### config.mk
export PLATFORM = sky130hd
export DESIGN_NAME = ica_ctrl
export DESIGN_NICKNAME = d
export VERILOG_FILES = /design/src/hw/rtl/ica_pkg.sv /design/src/hw/rtl/ica_ctrl.sv
export SDC_FILE = /design/constraint.sdc
export NUM_CORES = 1
export LEC_CHECK = 0
export ABC_CLOCK_PERIOD_IN_PS = 1700
export BUFFER_PORTS_ARGS = -buffer_cell sky130_fd_sc_hd__buf_2
export CORE_AREA = 2 2 39 41
export CTS_CLUSTER_DIAMETER = 100
export DETAILED_ROUTE_END_ITERATION = 8
export DIE_AREA = 0 0 41 43
export GPL_TIMING_DRIVEN = 0
export PLACE_DENSITY_LB_ADDON = 0.05
export SYNTH_ARGS = -nofsm -noshare
export SYNTH_HDL_FRONTEND = slang
export SYNTH_SLANG_ARGS = --single-unit
### constraint.sdc
create_clock -name clk -period 1.7 [get_ports clk]
set_input_delay 0.34 -clock clk [delete_from_list [all_inputs] [get_ports clk]]
set_output_delay 0.34 -clock clk [all_outputs]
set_load 0.005 [all_outputs]
### src/hw/rtl/ica_pkg.sv
// Shared types, constants and command/status structures of the interval coverage annotator.
`default_nettype none

package ica_pkg;

    localparam int POS_W        = 16;
    localparam int POSITIONS    = 1 << POS_W;
    localparam int ADDR_W       = POS_W + 1;
    localparam int CNT_W        = 17;
    localparam int TRACKS       = 32;
    localparam int TRK_W        = 5;
    localparam int NTR_W        = 6;
    localparam int GENE_W       = 16;
    localparam int GENE_REPORTS = 31;
    localparam int ID_IDX_W     = 5;
    localparam int CHG_W        = 6;
    localparam int RES_W        = 7;
    localparam int IN_DATA_W    = 56;
    localparam int OUT_DATA_W   = 40;
    localparam int CFG_DATA_W   = 6;

    localparam logic CFG_NUM_TRACKS = 1'b0;
    localparam logic CFG_GENE_EN    = 1'b1;

    typedef enum logic [1:0] {
        OP_CLEAR = 2'd0,
        OP_MARK  = 2'd1,
        OP_PAINT = 2'd2,
        OP_QUERY = 2'd3
    } op_t;

    typedef enum logic [1:0] {
        KIND_TRACK    = 2'd0,
        KIND_GENE_CNT = 2'd1,
        KIND_GENE_ID  = 2'd2
    } kind_t;

    typedef struct packed {
        logic load;
        logic walk;
        logic emit;
    } ica_cmd_t;

    typedef struct packed {
        logic walk_end;
        logic pipe_busy;
        logic out_free;
        logic is_query;
        logic res_none;
        logic res_last;
    } ica_sts_t;

endpackage

`default_nettype wire

### src/hw/rtl/ica_ctrl.sv
// Controller state machine sequencing the clearing pass, interval walks and result beats.
`default_nettype none

module ica_ctrl
    import ica_pkg::*;
(
    input  wire logic     clk,
    input  wire logic     rst_n,
    input  wire logic     in_valid,
    output logic          in_ready,
    input  wire ica_sts_t sts,
    output ica_cmd_t      cmd
);

    typedef enum logic [3:0] {
        ST_INIT = 4'b0001,
        ST_IDLE = 4'b0010,
        ST_WALK = 4'b0100,
        ST_EMIT = 4'b1000
    } state_t;

    state_t state_reg;
    state_t state_next;

    always_comb
    begin
        state_next = state_reg;
        cmd        = '0;
        in_ready   = 1'b0;
        case (state_reg)
            ST_INIT:
            begin
                cmd.walk = 1'b1;
                if (sts.walk_end)
                begin
                    state_next = ST_IDLE;
                end
            end
            ST_IDLE:
            begin
                in_ready = 1'b1;
                if (in_valid)
                begin
                    cmd.load   = 1'b1;
                    state_next = ST_WALK;
                end
            end
            ST_WALK:
            begin
                cmd.walk = 1'b1;
                if (sts.walk_end && !sts.pipe_busy)
                begin
                    if (sts.is_query && !sts.res_none)
                    begin
                        state_next = ST_EMIT;
                    end
                    else
                    begin
                        state_next = ST_IDLE;
                    end
                end
            end
            ST_EMIT:
            begin
                if (sts.out_free)
                begin
                    cmd.emit = 1'b1;
                    if (sts.res_last)
                    begin
                        state_next = ST_IDLE;
                    end
                end
            end
            default:
            begin
                state_next = ST_INIT;
            end
        endcase
    end

    always_ff @(posedge clk or negedge rst_n)
    begin
        if (!rst_n)
        begin
            state_reg <= ST_INIT;
        end
        else
        begin
            state_reg <= state_next;
        end
    end

endmodule

`default_nettype wire

== Yosys cells after proc, flatten, opt, wreduce, memory -nomap -nowiden ==
Cells that the tools add are included.

* Register bits after elaboration: 4
* Output and inout port bits: 4
* Logic and storage cells: 29

* Equality and inequality tests: 9
* Mux-type cells: 13
* Reduce and logical (&&, ||, !) cells: 6

{| class="wikitable"
|+ Operators with widths
! cell !! count
|-
| $mux W4 || 6
|-
| $pmux W4 S4 || 1
|-
| $ne A2 B2 Y1 const B || 5
|-
| $mux W1 || 6
|-
| $reduce_and A5 Y1 || 1
|-
| $eq A4 B1 Y1 const B || 1
|-
| $eq A4 B2 Y1 const B || 1
|-
| $eq A4 B3 Y1 const B || 1
|-
| $eq A4 B4 Y1 const B || 1
|-
| $logic_and A1 B1 Y1 || 2
|-
| $logic_not A1 Y1 || 2
|-
| $reduce_or A2 Y1 || 1
|}

== Depth between registers and ports, before layout ==
* Depth in word-level cells: 5
* Depth in mapped cells: 4

== Least setup slack after synthesis ==
Ideal clock, no wire load.

* Path kind: flip-flop to output port
* From: reg state_reg[2]
* To: out cmd[0] (netlist name)
* Arrival time: 0.983 ns
* Required time: 1.360 ns
* Path slack: 0.377 ns
* Stages on the path, launching flop included: 4
* Buffers on the path: 1
* Cell sequence: dfrtp_1 > buf_4 > nor4b_4 > and2_1

{| class="wikitable"
|+ RTL lines
! what !! RTL line !! text
|-
| from (decl) || ica_ctrl.sv:22 || <nowiki>state_t state_reg;</nowiki>
|-
| from (signal assigned) || ica_ctrl.sv:89 || <nowiki>state_reg <= state_next;</nowiki>
|-
| to (decl) || ica_ctrl.sv:12 || <nowiki>output ica_cmd_t cmd</nowiki>
|}

==> impl_metrics.yaml <==
run_status:
  outcome: "finished, final reports clean"
global_route:
  antenna_found_initial: 0
  grt_use_total: 0.1148
  grt_overflow: 0
  grt_max_degree: 10
  grt_pass1_vias: 288
  grt_pass1_wl_um: 1255
timing:
  rsz0062_at_grt: "false"
  finalHoldWorstSlack_ns: 0.3893
  finClkSkew_ns: 0.004376
  worst_pin_slew_ns: 0.3095
  finalSetupViolCount: 0
  timing.slew.headroom: 0.7932
  hold_viol: 0
  fin_crit_sh: 0.9677
  max_freq_mhz: 607.9
  tns_ns: 0
  final.min_clock_period_ns: 1.645
  report.final.slew_viol_count: 0
cts:
  insertion_delay_ns: 0.24
  htree_levels: 1
  tritoncts: "built"
  clk_pin_slew_ns: 0.04
  cts_root_buffer: "clkbuf_4"
  clock_path_buffers: 2
  cts_made_buffers: 3
  cts.sinks: 4
critical_path:
  required_ns: 1.36
  cp_slowest_cell: "dfstp_2"
  critical_path.cell_chain: "buf_6 -> nor4b_4 -> and2_1 -> buf_2"
  worstPathMaxFanout: 9
  start_kind: "flop"
  crit_path_max_incr_delay_ns: 0.35
  endpoint_kind: "primary output"
  cp.arrival_ns: 1.31
  crit_type: "reg -> out"
cells_and_area:
  diodes: 0
  largest_reg_flops: 4
  final_nets: 62
  final_area_um2: 469.2
  fillers: 143
  syn_to_final_growth_pct: 44.79
  final_cells: 68
  drive_gt1_frac: 0.5000
power_and_ir_drop:
  totalPowerFinal_mw: 0.5718
  power_density_nw_per_um2: 1219
  combPwrFrac: 0.462
  irDropWorstVdd_mv: 0.8231
  p_seq_frac: 0.308
  power_switching_mw: 0.2020
  power_switching_share: 0.3533
  clock_power_share: 0.229
  power.leakage_nw: 0.2011
  p_int_mw: 0.3698
floorplan:
  core.rowCount: 14
  die_w_um: 41
  initial_core_util: 0.2342
  fp.coreArea_um2: 1384
  die_y_um: 43
  io_pins: 13
  die-area_um2: 1763
yosys:
  syn_area_um2: 324.1
  synth.distinct_cells: 19
  synthCells: 32
  synthTopCellsByArea: "dfrtp_1, nor4b_4, dfstp_2, nand2b_1, a32o_1"
  syn_avg_cell_area_um2: 10.13
  syn_nets: 41
  synth_warnings: 0
  ys_ff_latch: 4
  yosysTopAreaCell: "dfrtp_1"
  yosysSeqAreaShare: 0.3127
  yosys.area.top_type_share: 0.2317
routing:
  dr.first_iter.drc_count: 8
  routed_wirelength_um: 758
  drc: 0
  route.vias.total: 320
  wl_per_cell_um: 11.15
  dr.pass1.iters: 4
  vias_per_cell: 4.706
  ant_nets: 0
place:
  dp_hpwl_um: 577.8
  place_area_um2: 404.1
  portBuffers: 12
  gp_congestion: 0.6916
  dp_cells: 60
flow_run:
  max_cap_viol_count: 0
min_path:
  min_path_type: "in -> reg"
==> worst max-delay path: cells and delay by family, from the launching register on <==
| family | cells | cell delay (ns) |
|---|---|---|
| DFF | 1 | 0.35 |
| and+or+nand+nor | 2 | 0.47 |
| buffers and inverters | 2 | 0.24 |
==> area by class of cell <==
class / instances / area [um^2] / share of cell area
Clock buffer: 4 / 26.28 / 0.05600
Timing Repair Buffer: 16 / 92.59 / 0.1973
Inverter: 3 / 11.26 / 0.02400
Multi-Input combinational cell: 23 / 192.7 / 0.4107
Tap cell: 16 / 20.02 / 0.04267
Sequential cell: 4 / 103.9 / 0.2213
Buffer: 2 / 22.52 / 0.04800
==> power by group through the flow <==
stage / logic [mW] / registers [mW] / clock network [mW]
finish: 0.264 / 0.176 / 0.131
global route: 0.291 / 0.180 / 0.147
CTS: 0.262 / 0.177 / 0.138
detailed placement: 0.262 / 0.174 / 0
global placement: 0.260 / 0.176 / 0
floorplan: 0.197 / 0.165 / 0
==> Yosys cell counts <==
cell and number:
nand2b_1 4, dfrtp_1 3, inv_1 3, nand2_1 3, a32o_1 2, and2_1 2, nor4b_4 2, o21ai_0 2
a221oi_1 1, a31oi_1 1, buf_4 1, buf_6 1, dfstp_2 1, nor2b_1 1, nor3_1 1, nor4b_2 1
o211ai_1 1, o221ai_1 1, xnor2_1 1
==> stage by stage <==
step           utilization  worst slack (ns)
6_report            0.3391           0.05497
4_1_cts             0.3255           0.01338
5_1_grt             0.3391          0.001563
3_5_place_dp        0.2920            0.2136
2_1_floorplan            -            0.3775
3_3_place_gp        0.2920            0.2294
==> layer usage <==
layer  vias up  routed length [um]  GRT usage  part of all wire
met5         -                   0          0                 0
met4         0                  19    0.06000             0.025
met3         2                  60    0.07853             0.079
met2        17                 365     0.1531              0.48
met1       144                 312     0.1331              0.41
li1        157                   -          -                 -
==> layout by cell type (no fill, tap or decap), types with 2 or more instances in the layout <==
cell type  count
buf_6          2
nand2b_1       4
inv_1          3
o21ai_0        2
clkbuf_4       3
and2_1         2
dfrtp_2        2
a32o_1         2
nand2_1        3
nor4b_4        2
buf_4          3
buf_2         12
==> path summary, 6_finish.rpt <==
check                      slack, ns  cells after the start                startpoint                        to
max in group asynchronous       1.06                      2                     rst_n  state_reg[0]$_DFFE_PN1P_
setup reg to reg                0.18                      6  state_reg[0]$_DFFE_PN1P_  state_reg[1]$_DFFE_PN0P_
min in group asynchronous       0.43                      2                     rst_n  state_reg[3]$_DFFE_PN0P_
setup / recovery                0.05                      4  state_reg[0]$_DFFE_PN1P_                    cmd[2]
hold reg to reg                 0.66                      3  state_reg[2]$_DFFE_PN0P_  state_reg[0]$_DFFE_PN1P_
hold / removal                  0.39                      3                  in_valid  state_reg[1]$_DFFE_PN0P_
==> what timing repair did <==
item,CTS,global route
gates resized for setup,2,1
setup buffers,1,2
hold buffers,1,0
hold endpoints to repair,3,0
setup endpoints to repair,2,2
pin swaps,1,3
==> kinds of logic (layout without fill, tap and decap cells) <==
logic type             after synthesis  count (layout)  synth area share
XOR/XNOR                             1               1           0.02703
flip-flops                           4               4            0.3127
buffers and inverters                5              25           0.09267
AO/OA/AOI/OAI                        8               8            0.1892
AND/OR/NAND/NOR                     14              14            0.3784
No activity file was read; power rests on OpenSTA's default activity.
